==> config.mk <==
export PLATFORM = sky130hd
export DESIGN_NAME = secure_envelope_header_checker_core
export DESIGN_NICKNAME = d
export VERILOG_FILES = /design/src/rtl/core/sehc_pkg.sv /design/src/rtl/core/secure_envelope_header_checker_core.sv /design/src/rtl/core/sehc_track.sv /design/src/rtl/core/sehc_classify.sv
export SDC_FILE = /design/constraint.sdc
export NUM_CORES = 2
export LEC_CHECK = 0
export ABC_AREA = 1
export ABC_CLOCK_PERIOD_IN_PS = 23000
export BUFFER_PORTS_ARGS = -buffer_cell sky130_fd_sc_hd__buf_2
export CORE_ASPECT_RATIO = 2
export CORE_UTILIZATION = 55
export DETAILED_ROUTE_END_ITERATION = 10
export GPL_ROUTABILITY_DRIVEN = 0
export MAX_ROUTING_LAYER = met4
export PLACE_DENSITY = 0.76
export RECOVER_POWER = 50
export SYNTH_ARGS = -nofsm -noshare
export SYNTH_HDL_FRONTEND = slang
export SYNTH_SLANG_ARGS = --single-unit
==> constraint.sdc <==
create_clock -name aclk -period 23 [get_ports aclk]
set_input_delay 4.6 -clock aclk [delete_from_list [all_inputs] [get_ports aclk]]
set_output_delay 4.6 -clock aclk [all_outputs]
set_load 0.005 [all_outputs]
==> src/rtl/core/sehc_pkg.sv <==
`timescale 1ns / 1ps

package sehc_pkg;

    localparam int MAGIC_BYTES      = 4;
    localparam int NONCE_BYTES      = 12;
    localparam int TAG_BYTES        = 16;
    localparam int SESSION_ID_BYTES = 16;

    // first offset after length and magic
    localparam int HDR0 = 4 + MAGIC_BYTES;

    localparam int OFF_W  = 32;
    localparam int ACC_W  = 36;
    localparam int CFG_AW = 3;
    localparam int CFG_DW = 64;

    localparam logic [OFF_W-1:0] OFF_MAX       = '1;
    localparam logic [OFF_W-1:0] OFF_LEN_LAST  = OFF_W'(3);
    localparam logic [OFF_W-1:0] OFF_MAGIC     = OFF_W'(4);
    localparam logic [OFF_W-1:0] OFF_HDR0      = OFF_W'(HDR0);
    localparam logic [OFF_W-1:0] OFF_VER_LAST  = OFF_W'(HDR0 + 3);
    localparam logic [OFF_W-1:0] OFF_FIELDS    = OFF_W'(HDR0 + 4);
    // last byte of each 32-bit header word after the version
    localparam logic [OFF_W-1:0] OFF_F0        = OFF_W'(HDR0 + 7);
    localparam logic [OFF_W-1:0] OFF_F1        = OFF_W'(HDR0 + 11);
    localparam logic [OFF_W-1:0] OFF_F2        = OFF_W'(HDR0 + 15);
    localparam logic [OFF_W-1:0] OFF_F3        = OFF_W'(HDR0 + 19);
    localparam logic [OFF_W-1:0] OFF_F4        = OFF_W'(HDR0 + 23);
    localparam logic [OFF_W-1:0] OFF_F5        = OFF_W'(HDR0 + 27);
    localparam logic [OFF_W-1:0] OFF_LEG_END   = OFF_W'(HDR0 + 16);
    localparam logic [OFF_W-1:0] OFF_ID_START  = OFF_W'(HDR0 + 28);
    localparam logic [OFF_W-1:0] OFF_ID_LIMIT  = OFF_W'(HDR0 + 28 + SESSION_ID_BYTES);

    localparam logic [1:0] MODE_LEGACY  = 2'd1;
    localparam logic [1:0] MODE_SESSION = 2'd2;

    typedef enum logic [2:0] {
        REGION_LENGTH  = 3'd0,
        REGION_MAGIC   = 3'd1,
        REGION_HEADER  = 3'd2,
        REGION_SESSION = 3'd3,
        REGION_NONCE   = 3'd4,
        REGION_TAG     = 3'd5,
        REGION_CIPHER  = 3'd6,
        REGION_EXCESS  = 3'd7
    } region_t;

    typedef enum logic [3:0] {
        VERDICT_OK        = 4'd0,
        VERDICT_SHORT     = 4'd1,
        VERDICT_LENGTH    = 4'd2,
        VERDICT_MAGIC     = 4'd3,
        VERDICT_TRUNCATED = 4'd4,
        VERDICT_VERSION   = 4'd5,
        VERDICT_METADATA  = 4'd6,
        VERDICT_NONCE_TAG = 4'd7,
        VERDICT_PAYLOAD   = 4'd8,
        VERDICT_MODE      = 4'd9,
        VERDICT_ID        = 4'd10
    } verdict_t;

    typedef enum logic [CFG_AW-1:0] {
        CFG_MAGIC   = 3'd0,
        CFG_LEGACY  = 3'd1,
        CFG_SESSION = 3'd2,
        CFG_MODE    = 3'd3,
        CFG_ID_HIGH = 3'd4,
        CFG_ID_LOW  = 3'd5
    } cfg_index_t;

    typedef struct packed {
        logic [31:0] magic_word;
        logic [31:0] legacy_version;
        logic [31:0] session_version;
        logic [1:0]  accept_mode;
        logic [63:0] expected_id_high;
        logic [63:0] expected_id_low;
    } cfg_t;

    // packet state after one byte, handed to the classify stage
    typedef struct packed {
        logic [7:0]       data;
        logic             last;
        logic [OFF_W-1:0] offset;
        logic [31:0]      version;
        logic [31:0]      sid_length;
        logic [63:0]      seq_number;
        logic [31:0]      nonce_length;
        logic [31:0]      tag_length;
        logic [31:0]      cipher_length;
        logic [32:0]      nt_sum;
        logic [33:0]      ntc_sum;
        logic [31:0]      content_length;
        logic             magic_ok;
        logic             id_ok;
    } snap_t;

    function automatic logic [7:0] magic_byte(input logic [2:0] idx, input logic [31:0] word);
        int          sh;
        logic [31:0] t;
        sh = MAGIC_BYTES - 1 - int'(idx);
        t  = word >> (8 * sh);
        // magic bytes above bit 31 are expected as zero
        if (sh > 3 || sh < 0) begin
            return 8'd0;
        end
        return t[7:0];
    endfunction

    function automatic logic [7:0] id_byte(input logic [3:0] k, input logic [63:0] hi,
                                           input logic [63:0] lo);
        logic [127:0] id;
        logic [3:0]   inv;
        id  = {hi, lo};
        inv = 4'd15 - k;
        id  = id >> {inv, 3'b000};
        return id[7:0];
    endfunction

endpackage

==> src/rtl/core/secure_envelope_header_checker_core.sv <==
`timescale 1ns / 1ps
// channel | direction | handshake          | payload
// s_      | in        | s_valid / s_ready  | s_packet_byte, s_end_of_packet
// m_      | out       | m_valid / m_ready  | m_byte_out, m_region, m_final_mark,
//         |           |                    | m_verdict, m_session_form,
//         |           |                    | m_sequence_value, m_cipher_bytes
// cfg_    | in        | cfg_we             | cfg_addr, cfg_wdata
//
// One byte per cycle sustained while m_ready is high; an accepted request passes through
// the middle stage register and then the output register, where its result is valid.
// The figure is set by the packet tracker, whose state register updates once per byte.
// Synchronous active-low reset clears packet state and both stage valids and
// loads the configuration reset values.
// With m_ready low the result holds, one more request fills the middle stage,
// then s_ready drops.

module secure_envelope_header_checker_core (
    input  logic                       aclk,
    input  logic                       aresetn,
    input  logic                       s_valid,
    output logic                       s_ready,
    input  logic [7:0]                 s_packet_byte,
    input  logic                       s_end_of_packet,
    output logic                       m_valid,
    input  logic                       m_ready,
    output logic [7:0]                 m_byte_out,
    output logic [2:0]                 m_region,
    output logic                       m_final_mark,
    output logic [3:0]                 m_verdict,
    output logic                       m_session_form,
    output logic [63:0]                m_sequence_value,
    output logic [31:0]                m_cipher_bytes,
    input  logic                       cfg_we,
    input  logic [sehc_pkg::CFG_AW-1:0] cfg_addr,
    input  logic [sehc_pkg::CFG_DW-1:0] cfg_wdata
);
    import sehc_pkg::*;

    cfg_t     cfg_reg;
    snap_t    snap, s1_snap_reg;
    region_t  region;
    verdict_t verdict;
    logic     session_form;

    logic s1_valid_reg, s1_valid_next;
    logic m_valid_reg, m_valid_next;
    logic out_free, s1_adv, accept;

    always_ff @(posedge aclk) begin
        if (!aresetn) begin
            cfg_reg.magic_word       <= 32'd0;
            cfg_reg.legacy_version   <= 32'd1;
            cfg_reg.session_version  <= 32'd2;
            cfg_reg.accept_mode      <= 2'd0;
            cfg_reg.expected_id_high <= 64'd0;
            cfg_reg.expected_id_low  <= 64'd0;
        end else if (cfg_we) begin
            case (cfg_index_t'(cfg_addr))
                CFG_MAGIC:   cfg_reg.magic_word       <= cfg_wdata[31:0];
                CFG_LEGACY:  cfg_reg.legacy_version   <= cfg_wdata[31:0];
                CFG_SESSION: cfg_reg.session_version  <= cfg_wdata[31:0];
                CFG_MODE:    cfg_reg.accept_mode      <= cfg_wdata[1:0];
                CFG_ID_HIGH: cfg_reg.expected_id_high <= cfg_wdata;
                CFG_ID_LOW:  cfg_reg.expected_id_low  <= cfg_wdata;
                default: begin
                end
            endcase
        end
    end

    assign out_free = !m_valid_reg || m_ready;
    assign s1_adv   = s1_valid_reg && out_free;
    assign s_ready  = !s1_valid_reg || out_free;
    assign accept   = s_valid && s_ready;

    sehc_track u_track (
        .aclk          (aclk),
        .aresetn       (aresetn),
        .accept        (accept),
        .packet_byte   (s_packet_byte),
        .end_of_packet (s_end_of_packet),
        .cfg           (cfg_reg),
        .snap          (snap)
    );

    sehc_classify u_classify (
        .snap         (s1_snap_reg),
        .cfg          (cfg_reg),
        .region       (region),
        .verdict      (verdict),
        .session_form (session_form)
    );

    always_comb begin
        s1_valid_next = s1_valid_reg;
        if (accept) begin
            s1_valid_next = 1'b1;
        end else if (s1_adv) begin
            s1_valid_next = 1'b0;
        end
        m_valid_next = m_valid_reg;
        if (s1_adv) begin
            m_valid_next = 1'b1;
        end else if (m_ready) begin
            m_valid_next = 1'b0;
        end
    end

    always_ff @(posedge aclk) begin
        if (!aresetn) begin
            s1_valid_reg <= 1'b0;
            m_valid_reg  <= 1'b0;
        end else begin
            s1_valid_reg <= s1_valid_next;
            m_valid_reg  <= m_valid_next;
        end
    end

    always_ff @(posedge aclk) begin
        if (accept) begin
            s1_snap_reg <= snap;
        end
        if (s1_adv) begin
            m_byte_out       <= s1_snap_reg.data;
            m_region         <= region;
            m_final_mark     <= s1_snap_reg.last;
            m_verdict        <= verdict;
            m_session_form   <= session_form;
            m_sequence_value <= s1_snap_reg.seq_number;
            m_cipher_bytes   <= s1_snap_reg.cipher_length;
        end
    end

    assign m_valid = m_valid_reg;

    a_stall_only_full: assert property (@(posedge aclk) disable iff (!aresetn)
        !s_ready |-> s1_valid_reg && m_valid_reg && !m_ready)
        else $error("input stalled with room in the pipeline");

    a_advance_lands: assert property (@(posedge aclk) disable iff (!aresetn)
        s1_adv |=> m_valid_reg && m_byte_out == $past(s1_snap_reg.data))
        else $error("middle stage advanced without a result");

    a_verdict_final_only: assert property (@(posedge aclk) disable iff (!aresetn)
        m_valid && !m_final_mark |-> m_verdict == VERDICT_OK)
        else $error("verdict on a non-final result");

    a_session_region_form: assert property (@(posedge aclk) disable iff (!aresetn)
        m_valid && m_region == REGION_SESSION |-> m_session_form)
        else $error("session id region outside session form");

endmodule

==> src/rtl/core/sehc_track.sv <==
`timescale 1ns / 1ps

module sehc_track (
    input  logic            aclk,
    input  logic            aresetn,
    input  logic            accept,
    input  logic [7:0]      packet_byte,
    input  logic            end_of_packet,
    input  sehc_pkg::cfg_t  cfg,
    output sehc_pkg::snap_t snap
);
    import sehc_pkg::*;

    localparam logic [3:0] ID_LSB = OFF_ID_START[3:0];

    logic [OFF_W-1:0] off_reg, off_next;
    logic [63:0]      shift_reg, shift_next;
    logic [31:0]      clen_reg, clen_next;
    logic [31:0]      ver_reg, ver_next;
    logic [31:0]      sid_reg, sid_next;
    logic [63:0]      seq_reg, seq_next;
    logic [31:0]      nonce_reg, nonce_next;
    logic [31:0]      tag_reg, tag_next;
    logic [31:0]      cipher_reg, cipher_next;
    logic [32:0]      nt_reg, nt_next;
    logic [33:0]      ntc_reg, ntc_next;
    logic             magic_ok_reg, magic_ok_next;
    logic             id_ok_reg, id_ok_next;

    logic        is_legacy, is_session, id_zone;
    logic [2:0]  magic_idx;
    logic [3:0]  id_idx;
    logic [34:0] id_end;

    always_comb begin
        shift_next    = {shift_reg[55:0], packet_byte};
        clen_next     = clen_reg;
        ver_next      = ver_reg;
        sid_next      = sid_reg;
        seq_next      = seq_reg;
        nonce_next    = nonce_reg;
        tag_next      = tag_reg;
        cipher_next   = cipher_reg;
        nt_next       = nt_reg;
        ntc_next      = ntc_reg;
        magic_ok_next = magic_ok_reg;
        id_ok_next    = id_ok_reg;

        is_legacy  = (ver_reg == cfg.legacy_version);
        is_session = !is_legacy && (ver_reg == cfg.session_version);
        magic_idx  = 3'(off_reg - OFF_MAGIC);
        id_idx     = off_reg[3:0] - ID_LSB;
        id_end     = 35'(OFF_ID_START) + {3'b000, sid_reg};
        id_zone    = (off_reg >= OFF_ID_START) && ({3'b000, off_reg} < id_end)
                     && (off_reg < OFF_ID_LIMIT);

        if (off_reg == OFF_LEN_LAST) begin
            clen_next = shift_next[31:0];
        end
        if (off_reg >= OFF_MAGIC && off_reg < OFF_HDR0) begin
            if (packet_byte != magic_byte(magic_idx, cfg.magic_word)) begin
                magic_ok_next = 1'b0;
            end
        end
        if (off_reg == OFF_VER_LAST) begin
            ver_next = shift_next[31:0];
        end

        if (is_legacy) begin
            if (off_reg == OFF_F0) begin
                nonce_next = shift_next[31:0];
            end else if (off_reg == OFF_F1) begin
                tag_next = shift_next[31:0];
                nt_next  = {1'b0, nonce_reg} + {1'b0, shift_next[31:0]};
            end else if (off_reg == OFF_F2) begin
                cipher_next = shift_next[31:0];
                ntc_next    = {1'b0, nt_reg} + {2'b00, shift_next[31:0]};
            end
        end else if (is_session) begin
            // the 64-bit sequence number spans two header words
            if (off_reg == OFF_F0) begin
                sid_next = shift_next[31:0];
            end else if (off_reg == OFF_F2) begin
                seq_next = shift_next;
            end else if (off_reg == OFF_F3) begin
                nonce_next = shift_next[31:0];
            end else if (off_reg == OFF_F4) begin
                tag_next = shift_next[31:0];
                nt_next  = {1'b0, nonce_reg} + {1'b0, shift_next[31:0]};
            end else if (off_reg == OFF_F5) begin
                cipher_next = shift_next[31:0];
                ntc_next    = {1'b0, nt_reg} + {2'b00, shift_next[31:0]};
            end
            if (id_zone && packet_byte != id_byte(id_idx, cfg.expected_id_high,
                                                  cfg.expected_id_low)) begin
                id_ok_next = 1'b0;
            end
        end

        // huge packets count as 2^32 bytes
        off_next = (off_reg == OFF_MAX) ? off_reg : off_reg + OFF_W'(1);

        snap.data           = packet_byte;
        snap.last           = end_of_packet;
        snap.offset         = off_reg;
        snap.version        = ver_next;
        snap.sid_length     = sid_next;
        snap.seq_number     = seq_next;
        snap.nonce_length   = nonce_next;
        snap.tag_length     = tag_next;
        snap.cipher_length  = cipher_next;
        snap.nt_sum         = nt_next;
        snap.ntc_sum        = ntc_next;
        snap.content_length = clen_next;
        snap.magic_ok       = magic_ok_next;
        snap.id_ok          = id_ok_next;
    end

    always_ff @(posedge aclk) begin
        if (!aresetn || (accept && end_of_packet)) begin
            off_reg      <= '0;
            shift_reg    <= '0;
            clen_reg     <= '0;
            ver_reg      <= '0;
            sid_reg      <= '0;
            seq_reg      <= '0;
            nonce_reg    <= '0;
            tag_reg      <= '0;
            cipher_reg   <= '0;
            nt_reg       <= '0;
            ntc_reg      <= '0;
            magic_ok_reg <= 1'b1;
            id_ok_reg    <= 1'b1;
        end else if (accept) begin
            off_reg      <= off_next;
            shift_reg    <= shift_next;
            clen_reg     <= clen_next;
            ver_reg      <= ver_next;
            sid_reg      <= sid_next;
            seq_reg      <= seq_next;
            nonce_reg    <= nonce_next;
            tag_reg      <= tag_next;
            cipher_reg   <= cipher_next;
            nt_reg       <= nt_next;
            ntc_reg      <= ntc_next;
            magic_ok_reg <= magic_ok_next;
            id_ok_reg    <= id_ok_next;
        end
    end

    a_clear_after_last: assert property (@(posedge aclk) disable iff (!aresetn)
        accept && end_of_packet |=> off_reg == '0 && magic_ok_reg && id_ok_reg)
        else $error("packet state not cleared after last byte");

    a_offset_step: assert property (@(posedge aclk) disable iff (!aresetn)
        accept && !end_of_packet && off_reg != OFF_MAX
        |=> off_reg == $past(off_reg) + OFF_W'(1))
        else $error("byte offset did not advance");

endmodule

==> src/rtl/core/sehc_classify.sv <==
`timescale 1ns / 1ps

module sehc_classify (
    input  sehc_pkg::snap_t    snap,
    input  sehc_pkg::cfg_t     cfg,
    output sehc_pkg::region_t  region,
    output sehc_pkg::verdict_t verdict,
    output logic               session_form
);
    import sehc_pkg::*;

    localparam logic [ACC_W-1:0] A_FOUR     = ACC_W'(4);
    localparam logic [ACC_W-1:0] A_HDR0     = ACC_W'(HDR0);
    localparam logic [ACC_W-1:0] A_VER_END  = ACC_W'(HDR0 + 4);
    localparam logic [ACC_W-1:0] A_LEG_END  = ACC_W'(HDR0 + 16);
    localparam logic [ACC_W-1:0] A_SESS_HDR = ACC_W'(HDR0 + 28);

    logic             is_legacy, is_session;
    logic [ACC_W-1:0] off, size, sess_end, base, pos, hdr_end, total, ntc, nt;

    always_comb begin
        is_legacy  = (snap.version == cfg.legacy_version);
        is_session = !is_legacy && (snap.version == cfg.session_version);

        off      = {4'b0000, snap.offset};
        size     = off + ACC_W'(1);
        nt       = {3'b000, snap.nt_sum};
        ntc      = {2'b00, snap.ntc_sum};
        sess_end = A_SESS_HDR + {4'b0000, snap.sid_length};
        base     = is_legacy ? A_LEG_END : sess_end;
        pos      = off - base;

        session_form = (snap.offset >= OFF_VER_LAST) && is_session;

        if (off < A_FOUR) begin
            region = REGION_LENGTH;
        end else if (off < A_HDR0) begin
            region = REGION_MAGIC;
        end else if (off < A_VER_END) begin
            region = REGION_HEADER;
        end else if (!is_legacy && !is_session) begin
            region = REGION_EXCESS;
        end else if (is_legacy && off < A_LEG_END) begin
            region = REGION_HEADER;
        end else if (is_session && off < A_SESS_HDR) begin
            region = REGION_HEADER;
        end else if (is_session && off < sess_end) begin
            region = REGION_SESSION;
        end else if (pos < {4'b0000, snap.nonce_length}) begin
            region = REGION_NONCE;
        end else if (pos < nt) begin
            region = REGION_TAG;
        end else if (pos < ntc) begin
            region = REGION_CIPHER;
        end else begin
            region = REGION_EXCESS;
        end

        hdr_end = is_legacy ? A_LEG_END : sess_end;
        total   = hdr_end + ntc;

        if (!snap.last) begin
            verdict = VERDICT_OK;
        end else if (size < A_FOUR) begin
            verdict = VERDICT_SHORT;
        end else if (size != A_FOUR + {4'b0000, snap.content_length}) begin
            verdict = VERDICT_LENGTH;
        end else if (size < A_HDR0 || !snap.magic_ok) begin
            verdict = VERDICT_MAGIC;
        end else if (size < A_VER_END) begin
            verdict = VERDICT_TRUNCATED;
        end else if (!is_legacy && !is_session) begin
            verdict = VERDICT_VERSION;
        end else if (is_legacy && size < A_LEG_END) begin
            verdict = VERDICT_TRUNCATED;
        end else if (is_session && size < A_SESS_HDR) begin
            verdict = VERDICT_TRUNCATED;
        end else if (is_session && (snap.sid_length != 32'(SESSION_ID_BYTES)
                                    || snap.seq_number == 64'd0)) begin
            verdict = VERDICT_METADATA;
        end else if (is_session && size < sess_end) begin
            verdict = VERDICT_TRUNCATED;
        end else if (snap.nonce_length != 32'(NONCE_BYTES)
                     || snap.tag_length != 32'(TAG_BYTES)) begin
            verdict = VERDICT_NONCE_TAG;
        end else if (size != total) begin
            verdict = VERDICT_PAYLOAD;
        end else if (cfg.accept_mode == MODE_LEGACY && !is_legacy) begin
            verdict = VERDICT_MODE;
        end else if (cfg.accept_mode == MODE_SESSION
                     && snap.version != cfg.session_version) begin
            verdict = VERDICT_MODE;
        end else if (cfg.accept_mode == MODE_SESSION && (!is_session || !snap.id_ok)) begin
            // both versions equal lands here: legacy layout wins
            verdict = VERDICT_ID;
        end else begin
            verdict = VERDICT_OK;
        end
    end

endmodule
==> flow_summary.toml <==
[timing]
period_minus_slack_ps = 13430
timing.slew.headroom_pct = -241
fmax_ghz = 0.0745
period_share_pct = 58.4
hold_ws_ps = 416
finalMaxSlewViolations = 1060
worst_pin_slew_ps = 5120
hold_viol_final = 0
timing.setup.tns_ps = 0
grt_setup_unrepaired = "false"
worst_slack_ps = 9570
skew_ps = 32.5
setup_viol = 0

[global_routing]
grt_pass1_vias = 58400
grt_pass1_wl_um = 340000
use_met2_pct = 62.7
met3_usage_pct = 7.90
grt_overflow = 0
grtUsageTotal_pct = 38.6
grt_max_degree = 211
antenna_found_initial = 10
grt_busiest_layer = "met2"
global_route.usage.met1_pct = 38.5

[finish]
largest_reg_flops = 366
nNetsFinal = 9089
drive_gt1_share_pct = 5.70
layout.cells.non_filler = 10300
utilization_pct = 59.8
syn2layout_area_growth_pct = 7.75
n_fill_cell = 10700

[floorplanning]
die_x_um = 246
start_util_pct = 55.5
die-area_sq_um = 120000
rows = 178
pin_count = 196
die_h_um = 489
core_sq_um = 118000

[logic_synthesis]
yosys_most_used_dff = "dfxtp_1"
synth.top_cell.area_share_pct = 22.0
ys_types = 77
postSynthNetCount = 9057
ys_async_sr_fraction_pct = 0
ys_ff_latch = 1120
yosysWarnings = 0
synth.most_common_cell = "nand2_1"
syn_avg_cell_area_sq_um = 7.55
synthTopCellsByArea = "edfxtp_1 22%, dfxtp_1 20%, nand2_1 8.4%"
synth_sequential_area_ratio_pct = 41.7
syn_area_sq_um = 65200
yosysTopAreaCell = "edfxtp_1"
synth_enable_flop_cells = 479
netlist_instances = 8641
yosys-top-cells-count = "1467 x nand2_1, 1234 x inv_1, 1153 x nor2_1"

[placement]
pre_cts_ws_ps = 13240
dp.cells = 10100
dp_hpwl_um = 165000
io_buffers = 195

[clocking]
cts_buffer_depth = 3
root_buffer = "clkbuf_16"
clock_sinks = 1120
path_clk_slew_ps = 70
cts_tree = "built"
clk_latency_ps = 740
post_cts_buffers = 0
ctsResizeCount = 0
cts_buffers = 95
hold_buffers = 0
h-tree-depth = 3

[critical_path]
startpoint = "m_ready"
end_kind = "register"
path_class = "input pin to register"
startpoint_type = "input pin"
worstPathArrival_ps = 13980
ff2ff_setup_slack_ps = 13220
cp_max_fo = 133
reg2reg_from = "m_valid"
rr_endpoint = "u_track.cipher_reg[25]"
critical_path_required_ps = 23550
rr_worst_depth = 9

[status]
outcome = "finished with violations"
violations = "max-capacitance violations, max-slew violations"

[job]
drv_cap = 18

[power]
ir_worst_vdd_mv = 0.0842
p_leak_nw = 31.8
power_density_nw_per_um2 = 67.6

[detailed_routing]
vias_per_cell = 5.98
drt-pass1-iter-count = 9
drtIter0Drc = 6123
num_vias = 61600
postRouteAntennaNets = 0
drcViolationCount = 0
wirelength_um = 228000
post_drt_wl_per_cell_um = 22.1

[worst_hold_path]
hp-class = "register to register"
min-delay-start = "s1_snap_reg[127]"
whs_path_depth = 0
min_delay_worst_endpoint = "m_cipher_bytes[26]"
## per-layer routing
layer  up-vias  wire [um]
met5         -          0
met4         0      26800
met3      1152      19100
met2      3139     107000
met1     28600      75200
li1      28700          -
## worst max path at each step
stage                                  end  cells after the start
finish              u_track.cipher_reg[25]                     11
global route        u_track.cipher_reg[25]                     11
CTS                                s_ready                      4
detailed placement                 s_ready                      4
global placement                   s_ready                      4
floorplan               u_track.nt_reg[17]                      8
## through the flow
stage	cell area (sq um)	total power, mW
2_1_floorplan	65200	2.81
3_3_place_gp	67500	3.05
3_5_place_dp	67500	3.07
4_1_cts	70700	4.73
5_1_grt	70300	4.91
6_report	70300	4.75
## placed cells by master, fill, tap and decap left out, types with 48 or more instances in the layout
cell type  netlist  final
a21oi_1        583    582
nor2_1        1153   1152
nor4_1          89     89
dfxtp_1        641    641
nand4_1        141    141
buf_4           12     91
nor3_1         116    118
inv_1         1234   1233
a211oi_1        19     48
edfxtp_1       479    479
nand3_1        243    245
clkbuf_16        0     98
nand2_1       1467   1469
clkbuf_1       277    133
xnor2_1        122    122
buf_2           42     93
ha_1           331    331
xor2_1         160    160
o211ai_1        82     82
o21ai_1        115    115
o21ai_0        825    825
o22ai_1         93     93
## where the power goes
| group | internal [mW] | switching (mW) |
|---|---|---|
| clock network | 0.886 | 0.797 |
| registers | 2.19 | 0.0828 |
| logic | 0.255 | 0.544 |
## cells by family after synthesis
family / Yosys count / share of synthesized area (%)
compound gates: 1906 / 16.4
buf+inv: 1640 / 9.67
flops: 1120 / 41.7
xor+xnor: 287 / 3.94
fa+ha+maj: 335 / 6.47
simple gates: 3353 / 21.8
## final cells by class
class | instances | area (sq um) | share of cell area [%]
flip-flops and latches | 1120 | 27200 | 38.7
clock inverters | 52 | 528 | 0.751
inverters | 1277 | 4800 | 6.83
multi-input cells | 5881 | 31600 | 44.9
clock buffers | 128 | 2670 | 3.79
diodes | 12 | 30.0 | 0.0427
repair buffers | 298 | 1590 | 2.27
well taps | 1530 | 1910 | 2.72
## critical path, cell delays in order
cell	delay [ps]
buf_2	90
inv_1	120
nand3_1	130
nand2_1	820
clkinvlp_2	4250
nand2_1	1230
nand2_4	460
inv_2	920
buf_4	750
o21ai_0	220
a21oi_1	300
(Power assumes the default switching activity.)
